`src/rtl/nnrf_pkg.sv`:
```
// nnrf_pkg: shared types and constants for the N-run filter and line wrapper
// used by nnrf_regs, nnrf_core, nnrf_resq and the top level
// no dependencies
package nnrf_pkg;

	localparam logic [1:0] KIND_BASE    = 2'd0;
	localparam logic [1:0] KIND_NEWLINE = 2'd1;
	localparam logic [1:0] KIND_ERROR   = 2'd2;

	localparam logic OP_CHAR = 1'b0;
	localparam logic OP_EOR  = 1'b1;

	localparam logic REG_MAX_N_RUN  = 1'b0;
	localparam logic REG_LINE_WIDTH = 1'b1;

	localparam logic [15:0] MAX_N_RUN_RST  = 16'd10;
	localparam logic [7:0]  LINE_WIDTH_RST = 8'd75;

	localparam logic [16:0] NRUN_SAT     = 17'h1FFFF;
	localparam logic [7:0]  NEWLINE_BYTE = 8'd10;

	// result queue depth, must be a power of two and at least two
	localparam int RQ_DEPTH = 4;
	localparam int RQ_AW    = $clog2(RQ_DEPTH);

	typedef struct packed {
		logic [15:0] max_n_run;
		logic [7:0]  line_width;
	} cfg_t;

	typedef struct packed {
		logic [1:0] kind;
		logic [7:0] ch;
		logic       last;
	} res_t;

	// up to two results produced by one item
	typedef struct packed {
		logic [1:0] cnt;
		res_t       res0;
		res_t       res1;
	} push_t;

endpackage

```
`src/rtl/nucleotide_n_run_filter_wrap.sv`:
```
// nucleotide_n_run_filter_wrap: N-run filter and line wrapper, top level
// channels: input word (op, chr), result word (kind, out_char, last),
// APB-style config port with max_n_run at 0x0 and line_width at 0x4.
// each accepted word is registered, then classified against the N-run counter,
// line fill and sticky error, giving zero, one or two result
// words into a four-entry result queue that feeds the output.
// a word passes through the input register and then the result queue, whose
// nonzero count raises out_valid with the first result.
// throughput: one input word per cycle while the result queue has room for two
// more words; a word that wraps a line yields two results, which leave one at a
// time through the single queue read port.
// in_ready drops only while the input register holds a word and the queue
// cannot take two more words, so a stalled receiver backs up into the input
// register and then in_ready.
// reset clears the counters, the error flag, the queue and loads the config
// defaults (max_n_run 10, line_width 75); results in flight are discarded.
// the user must write config only while no word is in flight; the block does not enforce this.
// depends on nnrf_pkg, nnrf_regs, nnrf_core, nnrf_resq
module nucleotide_n_run_filter_wrap (
	input  logic        clk,
	input  logic        arst_n,
	input  logic        psel,
	input  logic        penable,
	input  logic        pwrite,
	input  logic [2:0]  paddr,
	input  logic [31:0] pwdata,
	output logic [31:0] prdata,
	output logic        pready,
	input  logic        in_valid,
	output logic        in_ready,
	input  logic        op,
	input  logic [7:0]  chr,
	output logic        out_valid,
	input  logic        out_ready,
	output logic [1:0]  kind,
	output logic [7:0]  out_char,
	output logic        last
);

	nnrf_pkg::cfg_t  cfg;
	nnrf_pkg::push_t push;
	nnrf_pkg::res_t  out_res;
	logic            room;

	nnrf_regs u_regs (
		.clk     (clk),
		.arst_n  (arst_n),
		.psel    (psel),
		.penable (penable),
		.pwrite  (pwrite),
		.paddr   (paddr),
		.pwdata  (pwdata),
		.prdata  (prdata),
		.pready  (pready),
		.cfg     (cfg)
	);

	nnrf_core u_core (
		.clk      (clk),
		.arst_n   (arst_n),
		.cfg      (cfg),
		.in_valid (in_valid),
		.in_ready (in_ready),
		.op       (op),
		.chr      (chr),
		.room     (room),
		.push     (push)
	);

	nnrf_resq u_resq (
		.clk       (clk),
		.arst_n    (arst_n),
		.push      (push),
		.room      (room),
		.out_valid (out_valid),
		.out_ready (out_ready),
		.out_res   (out_res)
	);

	assign kind     = out_res.kind;
	assign out_char = out_res.ch;
	assign last     = out_res.last;

endmodule

```
`src/rtl/nnrf_regs.sv`:
```
// nnrf_regs: APB-style configuration registers (max_n_run, line_width)
// depends on nnrf_pkg
module nnrf_regs (
	input  logic                clk,
	input  logic                arst_n,
	input  logic                psel,
	input  logic                penable,
	input  logic                pwrite,
	input  logic [2:0]          paddr,
	input  logic [31:0]         pwdata,
	output logic [31:0]         prdata,
	output logic                pready,
	output nnrf_pkg::cfg_t      cfg
);

	logic [15:0] max_n_run_q;
	logic [7:0]  line_width_q;
	logic        wr_en;
	logic        reg_idx;

	assign pready  = 1'b1;
	assign wr_en   = psel & penable & pwrite;
	assign reg_idx = paddr[2];

	always_ff @(posedge clk or negedge arst_n) begin
		if (!arst_n) begin
			max_n_run_q  <= nnrf_pkg::MAX_N_RUN_RST;
			line_width_q <= nnrf_pkg::LINE_WIDTH_RST;
		end else if (wr_en) begin
			unique case (reg_idx)
				nnrf_pkg::REG_MAX_N_RUN:  max_n_run_q  <= pwdata[15:0];
				nnrf_pkg::REG_LINE_WIDTH: line_width_q <= pwdata[7:0];
				default: ;
			endcase
		end
	end

	always_comb begin
		unique case (reg_idx)
			nnrf_pkg::REG_MAX_N_RUN:  prdata = {16'd0, max_n_run_q};
			nnrf_pkg::REG_LINE_WIDTH: prdata = {24'd0, line_width_q};
			default:                  prdata = 32'd0;
		endcase
	end

	assign cfg.max_n_run  = max_n_run_q;
	assign cfg.line_width = line_width_q;

endmodule

```
`src/rtl/nnrf_core.sv`:
```
// nnrf_core: input word register, run/line/error state and result generation
// depends on nnrf_pkg
module nnrf_core (
	input  logic                clk,
	input  logic                arst_n,
	input  nnrf_pkg::cfg_t      cfg,
	input  logic                in_valid,
	output logic                in_ready,
	input  logic                op,
	input  logic [7:0]          chr,
	input  logic                room,
	output nnrf_pkg::push_t     push
);

	logic        valid_s1;
	logic        op_s1;
	logic [7:0]  chr_s1;
	logic [16:0] nrun_q;
	logic [7:0]  fill_q;
	logic        err_q;

	logic        advance;
	logic        blank;
	logic [7:0]  upc;
	logic        is_base;
	logic        is_n;
	logic [16:0] nrun_inc;
	logic        pass;
	logic [8:0]  fill_inc;
	logic [8:0]  width9;
	logic        wrap;

	logic [16:0] nrun_d;
	logic [7:0]  fill_d;
	logic        err_d;
	nnrf_pkg::push_t push_d;

	assign advance  = valid_s1 & room;
	assign in_ready = ~valid_s1 | advance;

	always_ff @(posedge clk or negedge arst_n) begin
		if (!arst_n) begin
			valid_s1 <= 1'b0;
		end else if (in_ready) begin
			valid_s1 <= in_valid;
		end
	end

	always_ff @(posedge clk) begin
		if (in_ready && in_valid) begin
			op_s1  <= op;
			chr_s1 <= chr;
		end
	end

	// character classes
	assign blank   = (chr_s1 == 8'd32) || (chr_s1 >= 8'd9 && chr_s1 <= 8'd13);
	assign upc     = (chr_s1 >= 8'h61 && chr_s1 <= 8'h7A) ? chr_s1 - 8'd32 : chr_s1;
	assign is_base = (upc == 8'h41) || (upc == 8'h43) || (upc == 8'h47) ||
			 (upc == 8'h54) || (upc == 8'h55);
	assign is_n    = (upc == 8'h4E);

	assign nrun_inc = (nrun_q == nnrf_pkg::NRUN_SAT) ? nrun_q : nrun_q + 17'd1;
	assign pass     = is_base | (is_n & (nrun_inc <= {1'b0, cfg.max_n_run}));

	// width zero means a full 256-base line
	assign fill_inc = {1'b0, fill_q} + 9'd1;
	assign width9   = (cfg.line_width == 8'd0) ? 9'd256 : {1'b0, cfg.line_width};
	assign wrap     = fill_inc >= width9;

	always_comb begin
		nrun_d = nrun_q;
		fill_d = fill_q;
		err_d  = err_q;
		push_d.cnt       = 2'd0;
		push_d.res0.kind = nnrf_pkg::KIND_BASE;
		push_d.res0.ch   = chr_s1;
		push_d.res0.last = 1'b1;
		push_d.res1.kind = nnrf_pkg::KIND_NEWLINE;
		push_d.res1.ch   = nnrf_pkg::NEWLINE_BYTE;
		push_d.res1.last = 1'b1;
		if (err_q) begin
			push_d.cnt       = 2'd1;
			push_d.res0.kind = nnrf_pkg::KIND_ERROR;
			push_d.res0.ch   = (op_s1 == nnrf_pkg::OP_CHAR) ? chr_s1 : 8'd0;
		end else if (op_s1 == nnrf_pkg::OP_EOR) begin
			// close a partial line only
			if (fill_q != 8'd0) begin
				fill_d           = 8'd0;
				push_d.cnt       = 2'd1;
				push_d.res0.kind = nnrf_pkg::KIND_NEWLINE;
				push_d.res0.ch   = nnrf_pkg::NEWLINE_BYTE;
			end
		end else if (blank) begin
			push_d.cnt = 2'd0;
		end else if (is_base || is_n) begin
			nrun_d = is_n ? nrun_inc : 17'd0;
			if (pass) begin
				push_d.res0.last = ~wrap;
				if (wrap) begin
					push_d.cnt = 2'd2;
					fill_d     = 8'd0;
				end else begin
					push_d.cnt = 2'd1;
					fill_d     = fill_inc[7:0];
				end
			end
		end else begin
			err_d            = 1'b1;
			push_d.cnt       = 2'd1;
			push_d.res0.kind = nnrf_pkg::KIND_ERROR;
		end
		if (!advance) begin
			push_d.cnt = 2'd0;
		end
	end

	always_ff @(posedge clk or negedge arst_n) begin
		if (!arst_n) begin
			nrun_q <= 17'd0;
			fill_q <= 8'd0;
			err_q  <= 1'b0;
		end else if (advance) begin
			nrun_q <= nrun_d;
			fill_q <= fill_d;
			err_q  <= err_d;
		end
	end

	assign push = push_d;

endmodule

```
`src/rtl/nnrf_resq.sv`:
```
// nnrf_resq: small result queue taking up to two words per cycle, giving one
// depends on nnrf_pkg
module nnrf_resq (
	input  logic                clk,
	input  logic                arst_n,
	input  nnrf_pkg::push_t     push,
	output logic                room,
	output logic                out_valid,
	input  logic                out_ready,
	output nnrf_pkg::res_t      out_res
);

	nnrf_pkg::res_t mem [nnrf_pkg::RQ_DEPTH];

	logic [nnrf_pkg::RQ_AW-1:0] wp_q;
	logic [nnrf_pkg::RQ_AW-1:0] rp_q;
	logic [nnrf_pkg::RQ_AW:0]   count_q;
	logic                       pop;
	logic [nnrf_pkg::RQ_AW-1:0] wp_nxt;

	localparam logic [nnrf_pkg::RQ_AW:0] ROOM_LIM = (nnrf_pkg::RQ_AW + 1)'(nnrf_pkg::RQ_DEPTH - 2);

	assign wp_nxt    = wp_q + nnrf_pkg::RQ_AW'(1);
	assign out_valid = count_q != '0;
	assign pop       = out_valid & out_ready;
	// room for two words, counting the one leaving this cycle
	assign room      = (count_q <= ROOM_LIM) || (pop && count_q == ROOM_LIM + 1'b1);
	assign out_res   = mem[rp_q];

	always_ff @(posedge clk) begin
		if (push.cnt != 2'd0) begin
			mem[wp_q] <= push.res0;
		end
		if (push.cnt == 2'd2) begin
			mem[wp_nxt] <= push.res1;
		end
	end

	always_ff @(posedge clk or negedge arst_n) begin
		if (!arst_n) begin
			wp_q    <= '0;
			rp_q    <= '0;
			count_q <= '0;
		end else begin
			wp_q    <= wp_q + nnrf_pkg::RQ_AW'(push.cnt);
			if (pop) begin
				rp_q <= rp_q + nnrf_pkg::RQ_AW'(1);
			end
			count_q <= count_q + (nnrf_pkg::RQ_AW + 1)'(push.cnt)
				   - (nnrf_pkg::RQ_AW + 1)'(pop);
		end
	end

endmodule

```
`config.mk`:
```
export PLATFORM = sky130hd
export DESIGN_NAME = nucleotide_n_run_filter_wrap
export DESIGN_NICKNAME = d
export VERILOG_FILES = /design/src/rtl/nnrf_pkg.sv /design/src/rtl/nucleotide_n_run_filter_wrap.sv /design/src/rtl/nnrf_regs.sv /design/src/rtl/nnrf_core.sv /design/src/rtl/nnrf_resq.sv
export SDC_FILE = /design/constraint.sdc
export NUM_CORES = 1
export LEC_CHECK = 0
export BUFFER_PORTS_ARGS = -buffer_cell sky130_fd_sc_hd__buf_2
export CAP_MARGIN = 20
export CORE_MARGIN = 1
export CORE_UTILIZATION = 60
export CTS_BUF_LIST = sky130_fd_sc_hd__clkbuf_4
export DETAILED_ROUTE_END_ITERATION = 7
export HOLD_SLACK_MARGIN = 0.12
export PLACE_DENSITY = 0.89
export REMOVE_ABC_BUFFERS = 1
export SETUP_SLACK_MARGIN = 0.3
export SYNTH_ARGS = -nofsm -noshare
export SYNTH_HDL_FRONTEND = slang
export SYNTH_SLANG_ARGS = --single-unit
```
`constraint.sdc`:
```
create_clock -name clk -period 10.6 [get_ports clk]
set_input_delay 0.53 -clock clk [delete_from_list [all_inputs] [get_ports clk]]
set_output_delay 0.53 -clock clk [all_outputs]
set_load 0.005 [all_outputs]
```
==> results.yml, run 1 <==
power:
  clkPwrFrac_pct: 15.0
  p_sw_mw: 0.550
  worst_ir_drop_vdd_uv: 113
  swShare_pct: 37.4
  p_comb_share_pct: 38.9
  p_seq_share_pct: 46.1
  p_leak_nw: 3.14
  p_int_mw: 0.921
  power_density_nw_per_um2: 217
global_routing:
  met3_usage_pct: 4.62
  grt_overflow: 0
  antenna_found_initial: 1
  grt_max_degree: 59
  met2_usage_pct: 42.8
  grt_pass1_wl_um: 22400
  grt.busiest_layer: "met2"
  globalRouteMet1Util_pct: 32.6
  grt_pass1_vias: 4810
  grt_use_total_pct: 25.5
outcome:
  outcome: "complete, no violations"
cts:
  ctsHoldBuffers: 0
  cts_tree: "done"
  cts_buffers: 9
  cts_resized: 0
  cts_root_buffer: "clkbuf_4"
  h-tree-depth: 3
  clkSlewWorstSetupHoldPaths_ps: 160
  clkLatencyLatePin_ps: 490
  cts_sinks: 111
  clock_tree.buffer_depth: 2
  post_cts_buffers: 0
worst_setup_path:
  critPathMaxFanout: 13
  arrival_ps: 5460
  crit_type: "flop to flop"
  end_kind: "flop"
  cp_data_required_time_ps: 11010
  start_kind: "flop"
die:
  rows: 37
  initial_core_util_pct: 61.6
  die_h_um: 105
  die_area_um2: 11000
  fp.dieW_um: 105
  coreArea_um2: 10300
  pin_count: 97
synthesis:
  async_flop_share_pct: 52.3
  yosysUniqueCellTypes: 78
  synthFlopType: "dfrtp_1"
  synthTopCellsByCount: "inv_1 (59), dfrtp_1 (52), nand2_1 (46), dfxtp_1 (44), nor2_1 (41)"
  ys_seq_area_share_pct: 41.0
  synth_top_area_share_pct: 20.4
  synth_edf_count: 9
  syn_area_per_cell_um2: 10.1
  yosysMostFrequentCell: "inv_1"
  netlist_area_um2: 6360
  synth_top_area_cell: "dfrtp_1"
  ys_seq_elements: 111
  synth-warning-count: 0
  synth_area_leaders: "dfrtp_1 (20%), dfxtp_1 (14%), ha_1 (6.7%)"
  syn_inst: 628
timing:
  setup_violations: 0
  finalMaxSlewViolations: 0
  fin_ws_ps: 5550
  fin_skew_ps: 23.3
  worst_pin_slew_ps: 973
  post-route-period-util_pct: 47.6
  relSlewSlack_pct: 34.6
  fmax_ghz: 0.198
  whs_ps: 166
  hold_violations: 0
  fin_crit_ps: 5050
  finalSetupTns_ps: 0
  rsz0062_at_grt: "false"
cells_and_area:
  drive_gt1_share_pct: 22.2
  nets: 761
  nFillCells: 760
  final_cells: 817
  area_delta_synth_final_pct: 6.65
drt:
  dr.first_iter.drc_count: 393
  routed_wl_um: 13500
  drt_pass1_iterations: 5
  ant_nets: 0
  vias_per_cell: 6.02
  drc: 0
  wl_per_cell_um: 16.6
  routed-via-count: 4916
place:
  dp_slack_ps: 5640
  gp_congestion: 0.873
  placed_cells: 800
  port_buffers: 61
  hpwl_um: 9900
min_path:
  hp-class: "input port to asynchronous set/reset pin"
flow_run:
  maxCapViolCount: 0
layer usage:
metal	vias to the layer above	wire length, µm
met3	32	732
met5	-	0
met4	0	347
met2	183	6710
met1	2385	5740
li1	2316	-
kinds of logic after synthesis:
family	synth area share, %
mux	11.3
flops	41.0
buf+inv	7.77
xor+xnor	3.72
fa+ha+maj	7.00
other cells	0.118
simple gates	12.6
compound gates	16.5
worst max-delay path: stages, from the launching register on:
cell     delay, ps
dfrtp_1        470
ha_1           280
nand3_1        100
nor2_1          40
nand4_1        380
nand3_1        240
nor2_1         330
nand3_1        140
xnor2_1        230
ha_1           270
nand3_1        120
nor3_1          70
a221o_1        350
a211o_1        320
o21ai_2        330
nand3_1        200
ha_1           360
fa_1           440
xnor2_1        180
xnor2_1        130
power groups by stage:
stage | Clock [mW] | Combinational [mW] | Sequential (mW)
after global routing | 0.240 | 0.632 | 0.694
after CTS | 0.223 | 0.572 | 0.676
after floorplan | 0 | 0.421 | 0.647
after detailed placement | 0 | 0.569 | 0.685
final | 0.221 | 0.573 | 0.678
after global placement | 0 | 0.534 | 0.676
sequential cells by signal, indices dropped and copies added (netlist names):
signal	count
u_core.chr_s1	8
u_core.err_q	1
u_resq.count_q	3
u_resq.mem	44
u_regs.line_width_q	8
u_resq.wp_q	2
u_core.nrun_q	17
u_regs.max_n_run_q	16
u_core.valid_s1	1
u_core.fill_q	8
u_resq.rp_q	2
u_core.op_s1	1
layout make-up:
| cell class | count | area, µm² | area share (%) |
|---|---|---|---|
| multi-input combinational | 430 | 3320 | 48.9 |
| sequential | 111 | 2610 | 38.5 |
| timing repair buffer | 62 | 313 | 4.61 |
| inverter | 61 | 231 | 3.41 |
| tap | 136 | 170 | 2.51 |
| clock buffer | 10 | 75.1 | 1.11 |
| clock inverter | 6 | 68.8 | 1.01 |
| antenna | 1 | 2.50 | 0.0369 |
metrics by stage:
step | util (%) | power [mW] | instance area (µm²)
6_report | 65.7 | 1.47 | 6790
5_1_grt | 65.7 | 1.57 | 6790
4_1_cts | 65.7 | 1.47 | 6780
3_5_place_dp | 64.3 | 1.25 | 6640
3_3_place_gp | 64.3 | 1.21 | 6640
2_1_floorplan | - | 1.07 | 6160
cells in the final DEF (no fill, tap or decap), types with 4 or more instances in the layout:
master	instances
mux2i_1	12
a31oi_1	4
nor2_1	41
o2bb2ai_1	7
mux2_2	26
a211o_1	4
xnor2_1	19
o221a_2	5
nand4_1	16
nand2_1	46
nor3_1	8
mux2_4	4
dfrtp_1	52
a21o_1	12
dfxtp_1	44
nand3_1	17
xor2_1	8
conb_1	17
edfxtp_1	9
mux4_2	11
a22o_1	13
inv_1	59
a21oi_1	17
o22ai_1	6
clkbuf_4	10
dfstp_2	6
and3_1	6
o21ai_0	30
ha_1	34
o31ai_1	5
buf_2	61
path summary, 6_finish.rpt:
kind | start | slack (ps) | to | cells past startpoint
max in group asynchronous | arst_n | 9930 | u_core.nrun_q[2]$_DFFE_PN0P_ | 2
hold reg to reg | u_resq.mem[3][5]$_SDFFE_PP0P_ | 470 | u_resq.mem[3][5]$_SDFFE_PP0P_ | 2
setup / recovery | u_core.nrun_q[0]$_DFFE_PN0P_ | 5550 | u_resq.count_q[2]$_DFF_PN0_ | 19
min in group clk | chr[2] | 190 | u_core.chr_s1[2]$_DFFE_PP_ | 1
hold / removal | arst_n | 170 | u_regs.max_n_run_q[14]$_DFFE_PN0P_ | 2
setup reg to reg | u_core.nrun_q[0]$_DFFE_PN0P_ | 5550 | u_resq.count_q[2]$_DFF_PN0_ | 19
No activity file was read; power rests on OpenSTA's default activity.
==> run 2, diff against run 1 <==
ABC_AREA = 1   (was not set)
PLACE_DENSITY = 0.88   (was 0.89)
clock period = 4.7 ns   (was 10.6 ns; I/O delays follow)
==> run 2 against run 1 <==
Compared with the run above:
- core utilization grew 3.3 points
- die area grew 2.4%
- routed wire length grew 10%
- sequential share of layout area shrank 2.1 points
- synthesized area grew 2.5%
- synthesized cell count grew 38%
- hold slack lost 1.5 ps
- critical path depth grew 4
- non-clock buffer count grew 29
- largest power group unchanged
- register-to-register slack lost 4900 ps
==> results.yml, run 2 <==
min_path:
  hold_path.startpoint: "out_ready"
  whs_path_depth: 5
  hp-class: "input port to flop"
  min_to: "u_resq.rp_q[1]$_DFFE_PN0P_"
place:
  gp_congestion: 0.894
  hpwl_um: 9950
  placed_cells: 1037
  dp_slack_ps: 571
  port_buffers: 61
outcome:
  outcome: "complete, no violations"
power:
  power.total_mw: 3.15
  worst_ir_drop_vdd_uv: 293
  power_density_nw_per_um2: 438
  p_leak_nw: 3.63
drt:
  drt_pass1_iterations: 5
  routed_wl_um: 14900
  drc: 0
  dr.first_iter.drc_count: 387
  ant_nets: 0
  vias_per_cell: 5.45
  routed-via-count: 5890
  wl_per_cell_um: 13.8
synthesis:
  syn_inst: 869
  synth_edf_count: 9
  yosysMostFrequentCell: "nand2_1"
  synthTopCellsByCount: "nand2_1 (171), inv_1 (108), nor2_1 (108), nand3_1 (74), o21ai_0 (58)"
  synth_area_leaders: "dfrtp_1 (20%), dfxtp_1 (14%), nand2_1 (9.8%)"
  ys_seq_area_share_pct: 40.0
  ys_seq_elements: 111
  synth_top_area_share_pct: 20.0
  synthFlopType: "dfrtp_1"
  yosysUniqueCellTypes: 44
  async_flop_share_pct: 52.3
  netlist_area_um2: 6520
  syn_area_per_cell_um2: 7.50
  synth_top_area_cell: "dfrtp_1"
  synth-warning-count: 0
cells_and_area:
  regMostFlops: "u_resq.mem"
  largest_reg_flops: 44
  final_common_cell: "nand2_1"
  drive_gt1_share_pct: 11.8
  nets: 1025
  diodes: 0
  area_delta_synth_final_pct: 10.2
  top_regs: "u_resq.mem: 44 flops, u_core.nrun_q: 17 flops, u_regs.max_n_run_q: 16 flops"
  nFillCells: 825
  final_cells: 1080
  layout_common_cells: "nand2_1 (171), inv_1 (108), nor2_1 (108)"
timing:
  relSlewSlack_pct: 32.2
  finalSetupTns_ps: 0
  setup_violations: 0
  worst_pin_slew_ps: 1010
  fin_skew_ps: 31.1
  finalMaxSlewViolations: 0
  fmax_ghz: 0.248
  hold_violations: 0
  fin_crit_ps: 4030
  rsz0062_at_grt: "false"
  post-route-period-util_pct: 85.8
  fin_ws_ps: 665
die:
  die_area_um2: 11300
  coreArea_um2: 10400
  initial_core_util_pct: 62.6
  rows: 37
  fp.dieW_um: 106
  pin_count: 97
  die_h_um: 106
worst_setup_path:
  end_kind: "flop"
  cp_data_required_time_ps: 5120
  start_kind: "flop"
  r2r-end: "u_resq.count_q[2]$_DFF_PN0_"
  crit_type: "flop to flop"
  arrival_ps: 4450
  critPathMaxFanout: 4
  r2r_start: "u_core.nrun_q[0]$_DFFE_PN0P_"
  r2r_slack_ps: 670
  r2r_cells: 23
cts:
  post_cts_buffers: 0
  clock_tree.buffer_depth: 2
  cts_root_buffer: "clkbuf_4"
  clkSlewWorstSetupHoldPaths_ps: 180
  cts_tree: "done"
  cts_sinks: 111
  cts_buffers: 9
  clkLatencyLatePin_ps: 490
  h-tree-depth: 3
global_routing:
  grt_max_degree: 65
  grt_overflow: 0
  grt_use_total_pct: 27.8
  grt_pass1_wl_um: 25000
  antenna_found_initial: 0
  grt_pass1_vias: 5509
flow_run:
  maxCapViolCount: 0
run 2: cell count changes after synthesis, moves of 28 or more:
| cell | previous run | this run |
|---|---|---|
| a21oi_1 | 17 | 50 |
| inv_1 | 59 | 108 |
| nand2_1 | 46 | 171 |
| nand3_1 | 17 | 74 |
| nor2_1 | 41 | 108 |
| o21ai_0 | 30 | 58 |
run 2: routing by layer:
layer  vias to the layer above  part of all wire (%)  global-route usage [%]
li1                       2937                     -                       -
met1                      2734                    44                    35.9
met2                       188                    48                    47.0
met3                        31                   5.1                    4.29
met4                         0                   2.3                    10.3
met5                         -                     0                       0
run 2: critical path, cell delays in order (launching register included):
cell	delay (ps)
dfrtp_1	450
ha_1	220
nand2_1	120
nor3_2	60
nand4_1	80
nor2_1	80
nor3_2	210
nand2_1	90
nor2_1	180
nand3_1	110
xor2_1	170
ha_1	270
and3_1	180
nand3_1	80
nor2_1	100
nand2_1	80
nand2_1	80
inv_2	40
nand2_2	80
nand4_4	140
ha_1	360
fa_1	430
xnor2_1	180
xor2_1	170
run 2: final cells by class:
type                    count  area (µm²)  area share [%]
well taps                 136         170            2.37
repair buffers             91         598            8.32
clock buffers               9        67.6           0.940
multi-input cells         611        3250            45.3
flip-flops and latches    111        2610            36.3
inverters                 115         432            6.01
clock inverters             7        56.3           0.783
run 2: how the worst max path moves through the flow:
stage                                       from                           to  slack, ps  depth (start not counted)
floorplan           u_core.nrun_q[0]$_DFFE_PN0P_  u_resq.count_q[2]$_DFF_PN0_       1000                         23
global placement    u_core.nrun_q[0]$_DFFE_PN0P_  u_resq.count_q[2]$_DFF_PN0_        660                         23
detailed placement  u_core.nrun_q[0]$_DFFE_PN0P_  u_resq.count_q[2]$_DFF_PN0_        570                         23
CTS                 u_core.nrun_q[0]$_DFFE_PN0P_  u_resq.count_q[2]$_DFF_PN0_        510                         23
global route        u_core.nrun_q[0]$_DFFE_PN0P_  u_resq.count_q[2]$_DFF_PN0_        310                         23
finish              u_core.nrun_q[0]$_DFFE_PN0P_  u_resq.count_q[2]$_DFF_PN0_        670                         23
run 2: repair_timing:
action / 4_1_cts / 5_1_grt
gates resized for setup: 0 / 1
hold buffers: 27 / 0
endpoints found under the hold margin: 86 / 0
endpoints found under the setup margin: 0 / 1
run 2: metrics by stage:
step                      area (µm²)  util [%]  hold slack (ps)
final                           7190      69.0              165
after CTS                       7180      69.0              143
after global routing            7190      69.0              168
after global placement          6790      65.2              412
after detailed placement        6790      65.2              414
after floorplan                 6290         -            -60.6
run 2: cell families (layout without fill, tap and decap cells):
family / count (synthesis) / in the layout / share of synthesized area (%)
AO/OA/AOI/OAI: 141 / 141 / 12.2
XOR/XNOR: 19 / 19 / 2.55
adder cells (fa/ha/maj): 35 / 35 / 6.83
buffers and inverters: 162 / 222 / 11.0
flip-flops: 111 / 111 / 40.0
other: 2 / 17 / 0.115
AND/OR/NAND/NOR: 399 / 399 / 27.3
run 2: power by group:
group	switching (mW)	internal (mW)	leakage (nW)
clock network	0.337	0.115	0.0691
registers	0.181	1.24	1.15
logic	0.799	0.478	2.41
total	1.32	1.83	3.63
